**src/sv/aging_priority_thread_scheduler_macros.svh**
```systemverilog
// ----------------------------------------------------------------------------
// aging priority thread scheduler assertion macros
// concurrent check helpers used by the scheduler rtl
// ----------------------------------------------------------------------------
`ifndef AGING_PRIORITY_THREAD_SCHEDULER_MACROS_SVH
`define AGING_PRIORITY_THREAD_SCHEDULER_MACROS_SVH

// same-cycle implication, disabled while reset is asserted
`define APS_ASSERT_NOW(lbl, clk, rst_n, ante, cons) \
    lbl: assert property (@(posedge clk) disable iff (!rst_n) (ante) |-> (cons)) \
        else $error("scheduler check failed");

// next-cycle implication, disabled while reset is asserted
`define APS_ASSERT_NEXT(lbl, clk, rst_n, ante, cons) \
    lbl: assert property (@(posedge clk) disable iff (!rst_n) (ante) |=> (cons)) \
        else $error("scheduler check failed");

`endif

```
**src/sv/aps_pkg.sv**
```systemverilog
// ----------------------------------------------------------------------------
// aps_pkg
// shared types and constants of the aging priority thread scheduler
// ----------------------------------------------------------------------------
package aps_pkg;

    localparam int DEF_THREAD_SLOTS = 8;
    localparam int DEF_TICK_BITS    = 16;
    localparam int PRIO_W           = 8;
    localparam int BASE_W           = 7;
    localparam int OUT_SLOT_W       = 3;

    typedef logic signed [PRIO_W-1:0] prio_t;
    typedef logic [BASE_W-1:0]        base_t;

    localparam prio_t PRIO_MIN   = prio_t'(-128);
    localparam base_t SLOT0_PRIO = base_t'(2);

    typedef enum logic [1:0] {
        FUNC_TICK    = 2'd0,
        FUNC_CREATE  = 2'd1,
        FUNC_RELEASE = 2'd2,
        FUNC_SLEEP   = 2'd3
    } func_t;

    typedef enum logic [1:0] {
        ST_IDLE,
        ST_SCAN,
        ST_COMMIT,
        ST_DONE
    } state_t;

    // result of the shared compare and aging unit
    typedef struct packed {
        logic  better;
        prio_t aged;
    } age_res_t;

endpackage

```
**src/sv/aps_age_unit.sv**
```systemverilog
// ----------------------------------------------------------------------------
// aps_age_unit
// shared slot compare and saturating aging step
// ----------------------------------------------------------------------------
module aps_age_unit (
    input  aps_pkg::prio_t    prio,
    input  aps_pkg::prio_t    best_prio,
    input  logic              have_best,
    output aps_pkg::age_res_t res
);
    import aps_pkg::*;

    // strict less-than keeps the lowest index on ties
    assign res.better = !have_best || (prio < best_prio);
    assign res.aged   = (prio == PRIO_MIN) ? prio : prio_t'(prio - prio_t'(1));

endmodule

```
**src/sv/aging_priority_thread_scheduler.sv**
```systemverilog
// ----------------------------------------------------------------------------
// aging_priority_thread_scheduler
// thread slot scheduler with priority aging, one slot handled per cycle
// ----------------------------------------------------------------------------
// One request is taken at a time. A schedule tick or a create walks the slot
// file through a single compare and aging unit, one slot per clock: a tick
// passes through acceptance, one scan step per slot, a commit step that
// restores the winner's base priority, and the result load. A create stops
// at the first free slot. Release and sleep go from acceptance straight to
// the result load. The result sits in an output register, so the next
// request is accepted while an earlier result still waits for m_ready; a
// result that finds that register still full holds the block in its load
// state until m_ready. Reset restores slot 0 as the only thread in use, at
// priority 2, and makes it current.
// ----------------------------------------------------------------------------
`include "aging_priority_thread_scheduler_macros.svh"

module aging_priority_thread_scheduler #(
    parameter int THREAD_SLOTS = aps_pkg::DEF_THREAD_SLOTS,
    parameter int TICK_BITS    = aps_pkg::DEF_TICK_BITS
) (
    input  logic        aclk,
    input  logic        aresetn,
    input  logic        s_valid,
    output logic        s_ready,
    input  logic [1:0]  s_func,
    input  logic [6:0]  s_level,
    input  logic [2:0]  s_slot_id,
    input  logic [15:0] s_ticks,
    output logic        m_valid,
    input  logic        m_ready,
    output logic [2:0]  m_current_slot_out,
    output logic [2:0]  m_created_slot,
    output logic        m_ok,
    output logic        m_idle
);
    import aps_pkg::*;

    localparam int SLOT_W = (THREAD_SLOTS > 1) ? $clog2(THREAD_SLOTS) : 1;
    localparam logic [SLOT_W-1:0] LAST_IDX = SLOT_W'(THREAD_SLOTS - 1);

    // slot file
    logic                 in_use_reg [THREAD_SLOTS];
    logic [TICK_BITS-1:0] sleep_reg  [THREAD_SLOTS];
    prio_t                wprio_reg  [THREAD_SLOTS];
    base_t                base_reg   [THREAD_SLOTS];
    logic [SLOT_W-1:0]    current_slot_reg;

    // sequencer and request context
    state_t            state_reg, state_next;
    logic [SLOT_W-1:0] idx_reg;
    func_t             func_reg;
    base_t             level_reg;

    // running winner of the tick scan
    logic              found_reg;
    logic [SLOT_W-1:0] best_idx_reg;
    prio_t             best_prio_reg;
    base_t             best_base_reg;

    // pending result fields
    logic [OUT_SLOT_W-1:0] res_created_reg;
    logic                  res_ok_reg;
    logic                  res_idle_reg;

    // output register
    logic                  m_valid_reg;
    logic [OUT_SLOT_W-1:0] m_current_slot_out_reg;
    logic [OUT_SLOT_W-1:0] m_created_slot_reg;
    logic                  m_ok_reg;
    logic                  m_idle_reg;

    // control decode
    logic     accept;
    logic     load_out;
    logic     scan_last;
    logic     cur_in_use;
    logic     cur_asleep;
    logic     cur_ready;
    logic     free_hit;
    age_res_t age_res;

    // the one compare and aging unit, fed from the slot under the scan index
    aps_age_unit u_age (
        .prio      (wprio_reg[idx_reg]),
        .best_prio (best_prio_reg),
        .have_best (found_reg),
        .res       (age_res)
    );

    assign cur_in_use = in_use_reg[idx_reg];
    assign cur_asleep = (sleep_reg[idx_reg] != '0);
    assign cur_ready  = cur_in_use && !cur_asleep;
    assign free_hit   = (func_reg == FUNC_CREATE) && !cur_in_use;
    assign scan_last  = (idx_reg == LAST_IDX);

    // next state
    always_comb begin
        state_next = state_reg;
        unique case (state_reg)
            ST_IDLE: begin
                if (s_valid) begin
                    unique case (func_t'(s_func))
                        FUNC_TICK, FUNC_CREATE:    state_next = ST_SCAN;
                        FUNC_RELEASE, FUNC_SLEEP:  state_next = ST_DONE;
                        default:                   state_next = ST_DONE;
                    endcase
                end
            end
            ST_SCAN: begin
                if (func_reg == FUNC_TICK) begin
                    if (scan_last) state_next = ST_COMMIT;
                end else if (free_hit || scan_last) begin
                    state_next = ST_DONE;
                end
            end
            ST_COMMIT: state_next = ST_DONE;
            ST_DONE: begin
                if (!m_valid_reg || m_ready) state_next = ST_IDLE;
            end
            default: state_next = ST_IDLE;
        endcase
    end

    // state outputs
    always_comb begin
        s_ready  = 1'b0;
        load_out = 1'b0;
        unique case (state_reg)
            ST_IDLE:   s_ready  = 1'b1;
            ST_SCAN:   s_ready  = 1'b0;
            ST_COMMIT: s_ready  = 1'b0;
            ST_DONE:   load_out = !m_valid_reg || m_ready;
            default:   s_ready  = 1'b0;
        endcase
    end

    assign accept = s_valid && s_ready;

    always_ff @(posedge aclk) begin
        if (!aresetn) begin
            state_reg        <= ST_IDLE;
            idx_reg          <= '0;
            func_reg         <= FUNC_TICK;
            level_reg        <= '0;
            found_reg        <= 1'b0;
            best_idx_reg     <= '0;
            best_prio_reg    <= '0;
            best_base_reg    <= '0;
            res_created_reg  <= '0;
            res_ok_reg       <= 1'b0;
            res_idle_reg     <= 1'b0;
            current_slot_reg <= '0;
            m_valid_reg      <= 1'b0;
            for (int i = 0; i < THREAD_SLOTS; i++) begin
                in_use_reg[i] <= (i == 0);
                sleep_reg[i]  <= '0;
                wprio_reg[i]  <= (i == 0) ? prio_t'({1'b0, SLOT0_PRIO}) : '0;
                base_reg[i]   <= (i == 0) ? SLOT0_PRIO : '0;
            end
        end else begin
            state_reg <= state_next;

            // request acceptance, release and sleep complete right here
            if (accept) begin
                idx_reg         <= '0;
                func_reg        <= func_t'(s_func);
                level_reg       <= s_level;
                found_reg       <= 1'b0;
                res_created_reg <= '0;
                res_ok_reg      <= 1'b0;
                res_idle_reg    <= 1'b0;
                case (func_t'(s_func))
                    FUNC_RELEASE: begin
                        if (32'(s_slot_id) < 32'(THREAD_SLOTS)) begin
                            in_use_reg[SLOT_W'(s_slot_id)] <= 1'b0;
                        end
                    end
                    FUNC_SLEEP: begin
                        sleep_reg[current_slot_reg] <= TICK_BITS'(s_ticks);
                    end
                    default: ;
                endcase
            end

            // one slot per cycle through the shared unit
            if (state_reg == ST_SCAN) begin
                idx_reg <= idx_reg + SLOT_W'(1);
                if (func_reg == FUNC_TICK) begin
                    if (cur_in_use && cur_asleep) begin
                        sleep_reg[idx_reg] <= sleep_reg[idx_reg] - TICK_BITS'(1);
                    end
                    // age every ready slot, the winner is restored at commit
                    if (cur_ready) begin
                        wprio_reg[idx_reg] <= age_res.aged;
                        if (age_res.better) begin
                            found_reg     <= 1'b1;
                            best_idx_reg  <= idx_reg;
                            best_prio_reg <= wprio_reg[idx_reg];
                            best_base_reg <= base_reg[idx_reg];
                        end
                    end
                end else if (free_hit) begin
                    in_use_reg[idx_reg] <= 1'b1;
                    sleep_reg[idx_reg]  <= '0;
                    base_reg[idx_reg]   <= level_reg;
                    wprio_reg[idx_reg]  <= prio_t'({1'b0, level_reg});
                    res_created_reg     <= OUT_SLOT_W'(32'(idx_reg));
                    res_ok_reg          <= 1'b1;
                end
            end

            // winner takes its base priority and becomes current
            if (state_reg == ST_COMMIT) begin
                if (found_reg) begin
                    wprio_reg[best_idx_reg] <= prio_t'({1'b0, best_base_reg});
                    current_slot_reg        <= best_idx_reg;
                    res_ok_reg              <= 1'b1;
                end else begin
                    res_idle_reg <= 1'b1;
                end
            end

            // output register, refilled only when free or being drained
            if (load_out) begin
                m_valid_reg <= 1'b1;
            end else if (m_ready) begin
                m_valid_reg <= 1'b0;
            end
        end
    end

    // result payload, no reset needed
    always_ff @(posedge aclk) begin
        if (load_out) begin
            m_current_slot_out_reg <= OUT_SLOT_W'(32'(current_slot_reg));
            m_created_slot_reg     <= res_created_reg;
            m_ok_reg               <= res_ok_reg;
            m_idle_reg             <= res_idle_reg;
        end
    end

    assign m_valid            = m_valid_reg;
    assign m_current_slot_out = m_current_slot_out_reg;
    assign m_created_slot     = m_created_slot_reg;
    assign m_ok               = m_ok_reg;
    assign m_idle             = m_idle_reg;

    // a request keeps the block busy in the cycle after its acceptance
    `APS_ASSERT_NEXT(a_busy_after_accept, aclk, aresetn, accept, !s_ready)
    // a result never reports both a selection and idle
    `APS_ASSERT_NOW(a_ok_idle_excl, aclk, aresetn, m_valid, !(m_ok && m_idle))
    // a nonzero created slot only comes with a successful create
    `APS_ASSERT_NOW(a_created_ok, aclk, aresetn, m_valid && (m_created_slot != '0), m_ok)
    // the scan index stays inside the slot file
    `APS_ASSERT_NOW(a_idx_range, aclk, aresetn, state_reg == ST_SCAN, idx_reg <= LAST_IDX)

endmodule
```
**config.mk**
```make
export PLATFORM = sky130hd
export DESIGN_NAME = aging_priority_thread_scheduler
export DESIGN_NICKNAME = d
export VERILOG_FILES = /design/src/sv/aps_pkg.sv /design/src/sv/aps_age_unit.sv /design/src/sv/aging_priority_thread_scheduler.sv
export VERILOG_INCLUDE_DIRS = /design/src /design/src/sv
export SDC_FILE = /design/constraint.sdc
export NUM_CORES = 1
export LEC_CHECK = 0
export BUFFER_PORTS_ARGS = -buffer_cell sky130_fd_sc_hd__buf_2
export CORE_MARGIN = 10
export CORE_UTILIZATION = 45
export CTS_BUF_LIST = sky130_fd_sc_hd__clkbuf_8
export CTS_CLUSTER_DIAMETER = 40
export DETAILED_ROUTE_END_ITERATION = 6
export GPL_TIMING_DRIVEN = 1
export SYNTH_ARGS = -nofsm -noshare
export SYNTH_HDL_FRONTEND = slang
export SYNTH_HIERARCHICAL = 1
export SYNTH_SLANG_ARGS = --single-unit
```
**constraint.sdc**
```tcl
create_clock -name aclk -period 12.45 [get_ports aclk]
set_input_delay 1.245 -clock aclk [delete_from_list [all_inputs] [get_ports aclk]]
set_output_delay 1.245 -clock aclk [all_outputs]
set_load 0.01 [all_outputs]
```
==> results of run 1 <==
## final cells by class
type,count,area [um2]
Clock inverter,38,236
Multi-Input combinational cell,817,5830
Timing Repair Buffer,57,325
Clock buffer,58,798
Sequential cell,309,8760
Fill cell,2883,16200
Tap cell,442,553
Inverter,19,71.3
## logic make-up after synthesis
kind of cell               Yosys count  synth area share (%)
buffers and inverters              104                  3.24
muxes                              103                  12.2
xor gates and xnor gates            12                 0.698
AOI/OAI and AO/OA                  242                  10.0
DFF                                309                  58.2
and+or+nand+nor                    443                  14.3
adders and majority gates           17                  1.41
## path summary, 6_finish.rpt
path,startpoint,cells past startpoint,slack [ns],end
worst min-delay path,res_created_reg[2],0,0.44,m_created_slot[2]
worst max register to register,flip-flop,10,7.03,sleep_reg[2][14]
worst min register to register,res_created_reg[2],0,0.44,m_created_slot[2]
worst max-delay path,flip-flop,10,7.03,sleep_reg[2][14]
## worst register-to-register path, stage by stage (launching register included)
cell and delay (ns):
dfxtp_2 0.62, buf_4 0.57, mux4_2 0.59, mux2i_1 0.29, ha_1 0.24, nand3_1 0.20, nor2_4 0.18, a21boi_2 0.07
buf_4 0.24, o21ai_1 0.90, nand3_1 0.98
## power groups by stage
stage | clock, mW | combinational, mW | sequential, mW
6_report | 0.901 | 0.618 | 1.22
5_1_grt | 0.963 | 0.670 | 1.23
4_1_cts | 0.914 | 0.614 | 1.22
3_5_place_dp | 0 | 0.610 | 1.24
3_3_place_gp | 0 | 0.605 | 1.24
2_1_floorplan | 0 | 0.452 | 1.22
## metal layers
layer	share of wire, %	GRT usage (%)	routed length [um]
met4	2.4	6.37	976
met5	0	0	0
met2	41	26.6	16700
met1	45	29.4	18200
met3	11	4.89	4610
## layout by cell type, fill, tap and decap left out, types with 41 or more instances in the layout
master,netlist,layout
mux4_2,60,60
nor2_1,126,125
dfxtp_1,52,49
a22oi_1,48,48
nand2_1,124,124
clkbuf_8,0,58
buf_2,15,41
edfxtp_1,257,257
and3_1,41,41
a21oi_1,99,99
==> results summary, run 1 <==
The portion of the post-synthesis area used by sequential elements is between 50% and 60%. The DRC violation count after routing is 0. The final weighted congestion of routability-driven global placement came out at 0.927. The cell with the most instances after synthesis is edfxtp_1. The maximum level of the CTS H-tree is 2. The maximum achievable frequency came out at 0.184 GHz. The wire length of the first global-routing pass came out at slightly above 60 mm.

The quantity of I/O buffers inserted on ports came out at 41. The switching part of the total power is 31.4%. The number of warning messages in the yosys log came out at 6. After synthesis, the cell types taking the most area are edfxtp_1 (51%), mux4_2 (9.0%), dfxtp_1 (6.9%). The sum of overflow across all layers after global routing is 0. The hold violation count in the final report came out at 0. In this design, the stage delay of the slowest critical-path cell is 0.97 ns. The post-synthesis area per instance came out at 12.2 um2. The share of the cycle needed by the critical path after routing came out at 43.6%. The data required time of the worst path is 12.51 ns. The number of global-route vias before repair came out at roughly 10000. The number of nets with antenna violations after routing came out at 0. The sum of internal, switching and leakage power came out at 2.74 mW. The most used flip-flop cell after synthesis is edfxtp_1. For this design the static power due to leakage is slightly below 6 nW. The top-area cell type share of the netlist area came out at 51.2%. After clock tree synthesis, the flow added hold-fix buffers numbering 0.

The half-perimeter wire length after detailed placement came out at 27.6 mm. The most area-hungry cell type in the Yosys netlist is edfxtp_1. Counting flops and latches in the post-synthesis netlist gives roughly 300. The register with the most flip-flops in the layout has between 100 and 150 of them.

In the global route stage, overall resource usage came out at roughly 20%. The initial core utilization is 45.9%. The clock tree skew after final layout is 0.0288 ns. Summing all non-filler instances in the final layout gives an area of 0.0166 mm2. The transition time at the pin with the least slew margin is roughly 1.1 ns. The netlist uses 58 different library cells. The category of cells accounting for the largest share of critical-path delay is simple AND/OR/NAND/NOR gates.

The total buffers and inverters traversed by the critical path came out at 2. The endpoint type of the worst setup path is a flip-flop. The final-layout setup total negative slack came out at 0 ns. The number of setup violations in the final report came out at 0.

The clock network fraction of design power came out at 32.9%. The total number of vias is 10500. The TritonCTS clock tree is yes. The ratio of cells with drive above 1 in the final layout came out at 17.6%. The width of the die came out at between 200 and 250 um. For this run, the share of the core covered by cells in the final layout is 50.6%. The post-CTS setup repair buffer count is 0. The run finished with clean final reports. In this run the power density over the cells is 165 mW/mm2.

42 I/O pins were placed. In the post-route analysis, the smallest setup slack over all paths is 7.03 ns. The number of antenna violations at the first check in global routing is 0. After synthesis, the share of flip-flops with an asynchronous set or reset is 0%. For this design the total switching power over the nets is 0.860 mW. The min-delay analysis places its worst path in the category reg2reg. For this design, the slowest cell found on the critical path is nand3_1. The via density per instance is 6.06. The layout-stage area growth over the synthesis result is 10.1%. The aggregate routed wire length is 40.4 mm. The number of placed instances, taps included, is 1644.

The clock passes through at most 3 buffers. The number of buffers created by CTS came out at 53. Walking the worst path, the cells encountered are buf_4, mux4_2, mux2i_1, ha_1, nand3_1, nor2_4, a21boi_2, buf_4, o21ai_1, nand3_1.

The core region is 0.0328 mm2. The clock transition at the registers of the reported paths is 0.06 ns. The later pin in the worst-skew pair is clocked with a latency of 0.60 ns.

The first detailed-routing pass ran for 5 iterations. Max-cap violations in this run came to 0. The setup path with the least slack is of type reg2reg. The final layout net count is 1306. Counting instances in the post-synthesis netlist gives the leading cell types as edfxtp_1 (257), nor2_1 (126), nand2_1 (124). For the finished layout, the period the worst path requires is 5.42 ns. The fraction of power consumed by combinational cells came out at 22.5%. Clock tree synthesis found a total of 309 sinks. The cell row count came out at 66. The number of design-rule violations left by the first detailed-router iteration came out at 1394. The synthesized netlist occupies a cell area of 0.0151 mm2. The critical path arrival came out at 5.48 ns.

The maximum fanout along the worst path came out at 33. In this run the clock root is driven by a clkbuf_8. The routed length per placed instance is 23.2 um. Summing all placed instances gives a cell area of 0.0155 mm2. In this run the tightest slew margin relative to its limit is 24.7%. The antenna diode count came out at 0. The internal power of the cells totals 1.88 mW.

Setup repair after global routing left no endpoint under its margin. The worst setup path is launched from a flip-flop. The number of gates resized after CTS was 0. The number of standard cells in the final layout excluding fillers is about 1700. The net count after synthesis is 1279. The post-synthesis instance total came out at 1230.

The synthesized design contains ~260 enable-type register cells. The max-slew violation count came to 0. The maximum number of pins on one net before global-route repair is 55. The worst slack at placement is 7.09 ns. Per report_power, the sequential group accounts for between 40% and 50% of the total. The largest voltage drop on the vdd net is 0.0939 mV. The die is slightly above 200 um tall. The final hold slack came out at 0.439 ns.

The area enclosed by the die boundary came out at 0.0412 mm2.
No activity file was read; power rests on OpenSTA's default activity.
==> inputs of run 2 (changes only) <==
--- a/config.mk
+++ b/config.mk
@@ -6,6 +6,7 @@
 export SDC_FILE = /design/constraint.sdc
 export NUM_CORES = 1
 export LEC_CHECK = 0
+export ABC_AREA = 1
 export BUFFER_PORTS_ARGS = -buffer_cell sky130_fd_sc_hd__buf_2
 export CORE_MARGIN = 10
 export CORE_UTILIZATION = 45
==> constraint.sdc (replaced) <==
create_clock -name aclk -period 4.7 [get_ports aclk]
set_input_delay 0.47 -clock aclk [delete_from_list [all_inputs] [get_ports aclk]]
set_output_delay 0.47 -clock aclk [all_outputs]
set_load 0.01 [all_outputs]
==> results summary, run 2 <==
The sum of overflow across all layers after global routing came out at 0. On the worst path, the slowest cell contributes a delay of between 0.5 and 0.6 ns. For this run, the leading register cell type out of synthesis is edfxtp_1. The hold violation count in the final report is 0. The cell row count is ~70. After detailed routing, the number of remaining DRC violations is 0.

The commonest cells after synthesis are nand2_1 (373), nor2_1 (283), edfxtp_1 (257). The post-CTS setup repair buffer count is 0. The post-layout minimum cycle time is 4.05 ns. The worst register-to-register path ends at sleep_reg[5][10]. The share of synthesized registers carrying an async set or reset came out at 0%. The ratio of cells with drive above 1 in the final layout came out at ~18%. For this block, the initial DRC count from the detailed router was 946. In this run, synthesis inferred 257 flip-flops with an integrated enable. Yosys printed 6 warnings. The clock latency of the later-clocked register in the worst-skew pair came out at 0.60 ns.

In this run the standard cell core region covers 0.0355 mm2. The maximum number of pins on one net before global-route repair is roughly 110. The wire length of the first global-routing pass is between 60 and 70 mm. The maximum fanout along the worst path is 67. The most used cell along the critical path is nand2_1. The max-slew headroom at the worst pin came out at 30.2%.

The number of resized instances in the post-cts repair step came out at 0. The via density per instance came out at 5.33. The worst-case reg-to-reg path depth came out at 16. Traced cell by cell, the critical path runs through inv_4, buf_4, nand2_1, nand3_1, nand3_1, nand2_1, ha_1, nand2_1, nor2_1, nand2_1, o21ai_4, nand2_2, nand2_1, nand3_4, o21ai_2, buf_12. From bottom edge to top edge, the die measures 210 um. The count of cells in the finished layout, fillers not included, comes to 2348.

The worst hold path stage count came out at 3. The max-slew violation count is 0. The path with the worst hold slack has its endpoint at level_reg[0]. The HPWL after detailed placement is 29.4 mm. In this run the deepest clock path goes through 3 buffers. The total power density per cell area came out at 456 mW/mm2.

The post-synthesis instance total is 1793. The max-capacitance violation count came out at 0. The I/O pin count came out at 42. The top-area cell type share of the netlist area came out at ~48%. After detailed routing, the average wire length per cell comes to 18.9 um.

The setup path with the least slack is of type reg2reg. The width of the die is 210 um. The quantity of I/O buffers inserted on ports came out at 41. The congestion estimate from routability-driven global placement came to 0.914. The synthesized flop and latch total is just over 300. The final layout net count came out at 1894.

The flop-to-flop setup slack came out at between 0.6 and 0.7 ns. The number of buffers created by CTS is 53. Hold timing on the final database bottoms out at a slack of 0.168 ns.

The transition time at the pin with the least slew margin is around 1.0 ns. The worst setup path is launched from a flip-flop. The library cell used most frequently in the layout, excluding fill and tap cells, is nand2_1. The number of detailed-routing iterations run before antenna repair is 5.

TritonCTS built the clock tree. The portion of the post-synthesis area used by sequential elements is a little over half. The number of flip-flops under the largest register name came out at 128.

Leaving out fill and tap cells, the most frequent cells in the layout are nand2_1 (373), nor2_1 (283), edfxtp_1 (257), inv_1 (192), nand3_1 (129). The largest voltage drop on the vdd net is 0.340 mV. Compared with the post-synthesis result, the final layout area differs by 10.7%. The endpoint type of the worst setup path is a flip-flop. The post-synthesis area per instance came out at approximately 9 um2.

Once detail routing completed, the nets flagged for antenna violations numbered 0. Setup repair after global routing left no endpoint under its margin. The number of global-route vias before repair is 12400. In this run the cell area of the synthesized design comes to 0.0162 mm2. The number of sinks on the clock net is 309. In this run, post-CTS hold repair placed 0 buffers. The floorplan step defined a die boundary enclosing 0.0439 mm2. The number of antenna violations at the first check in global routing was 0. The leakage power came out at just over 7 nW. Including well taps, the total number of placed cells is about 2300. Once the floorplan was initialized, standard cells occupied 45.6% of the core. The run finished with clean final reports. The cell with the most instances after synthesis is nand2_1. For this run, the total global-route usage over all layers was measured as between 10% and 20%. The antenna diode count came out at 0. Summing over every cut layer, the via total after detailed routing is 12500. The share of the cycle needed by the critical path after routing is 86.2%. The number of distinct library cells after synthesis is 43. STA puts the critical path data required time at 4.99 ns. The net count after synthesis came out at 1842.

By area the synthesized netlist is led by edfxtp_1 (48%), nand2_1 (8.7%), nor3_2 (7.4%). The launch point of the worst hold path is s_level[0]. The H-tree was split into 2 levels. The number of setup violations in the final report is 0. For the final routed database, the setup TNS stands at 0 ns.

The critical path arrival is 4.34 ns. The worst hold path belongs to the class in2reg. The maximum achievable frequency is 0.247 GHz. The slowest stage of the critical path belongs to the cell inv_4. The master cell of the clock root buffer is clkbuf_8. The aggregate routed wire length is 44.3 mm. The most area-hungry cell type in the Yosys netlist is edfxtp_1. The clock transition at the registers of the reported paths came out at 0.06 ns. The clock tree skew after final layout is 0.0273 ns.
## run 2: through the flow
stage	util, %	power (mW)	area [um2]	worst slack [ns]
after floorplan	-	5.07	16200	0.843
after global placement	47.6	5.84	16900	0.706
after detailed placement	47.6	5.86	16900	0.667
after CTS	50.5	8.23	17900	0.633
after global routing	50.5	8.64	17900	0.284
final	50.5	8.17	17900	0.650
## run 2: cell type report
class	count	area, um2
clock buffers	56	771
clock inverters	41	244
fillers	3343	17600
inverters	195	734
multi-input cells	1194	6180
flip-flops and latches	309	8760
well taps	461	577
repair buffers	92	638
## run 2: cells by family (layout without fill, tap and decap cells)
kind of cell	count (synthesis)	in the layout	share of synthesized area (%)
adder cells (fa/ha/maj)	17	17	1.31
AO/OA/AOI/OAI	227	227	8.06
flip-flops	309	309	54.1
XOR/XNOR	6	6	0.325
buffers and inverters	290	384	7.96
AND/OR/NAND/NOR	944	944	28.2
## run 2: worst max-delay path by stage
stage / cells after the start / slack [ns] / startpoint / end
after detailed placement: 16 / 0.67 / flip-flop / sleep_reg[5][6]
final: 16 / 0.65 / flip-flop / sleep_reg[5][10]
after global routing: 16 / 0.28 / flip-flop / sleep_reg[5][10]
after global placement: 15 / 0.71 / flip-flop / sleep_reg[5][6]
after floorplan: 19 / 0.84 / flip-flop / sleep_reg[4][0]
after CTS: 16 / 0.63 / flip-flop / sleep_reg[5][10]
## run 2: worst max-delay path, delay by kind of cell, from the launching register on
kind,cells,cell delay (ns)
AO/OA/AOI/OAI,2,0.79
buffers and inverters,3,1.07
flip-flops,1,0.36
adder cells (fa/ha/maj),1,0.20
AND/OR/NAND/NOR,10,1.25
## run 2: routing by layer
| layer | track usage (%) | wire [um] | up-vias | share of wire (%) |
|---|---|---|---|---|
| li1 | - | - | 6088 | - |
| met1 | 25.7 | 19300 | 6029 | 44 |
| met2 | 33.4 | 21800 | 315 | 49 |
| met3 | 2.82 | 2020 | 73 | 4.6 |
| met4 | 6.55 | 1120 | 0 | 2.5 |
| met5 | 0 | 0 | - | 0 |
## run 2: power breakdown
| group | internal, mW | switching [mW] |
|---|---|---|
| logic | 0.674 | 1.96 |
| clock network | 1.26 | 1.10 |
| registers | 3.13 | 0.0605 |
| total | 5.06 | 3.11 |
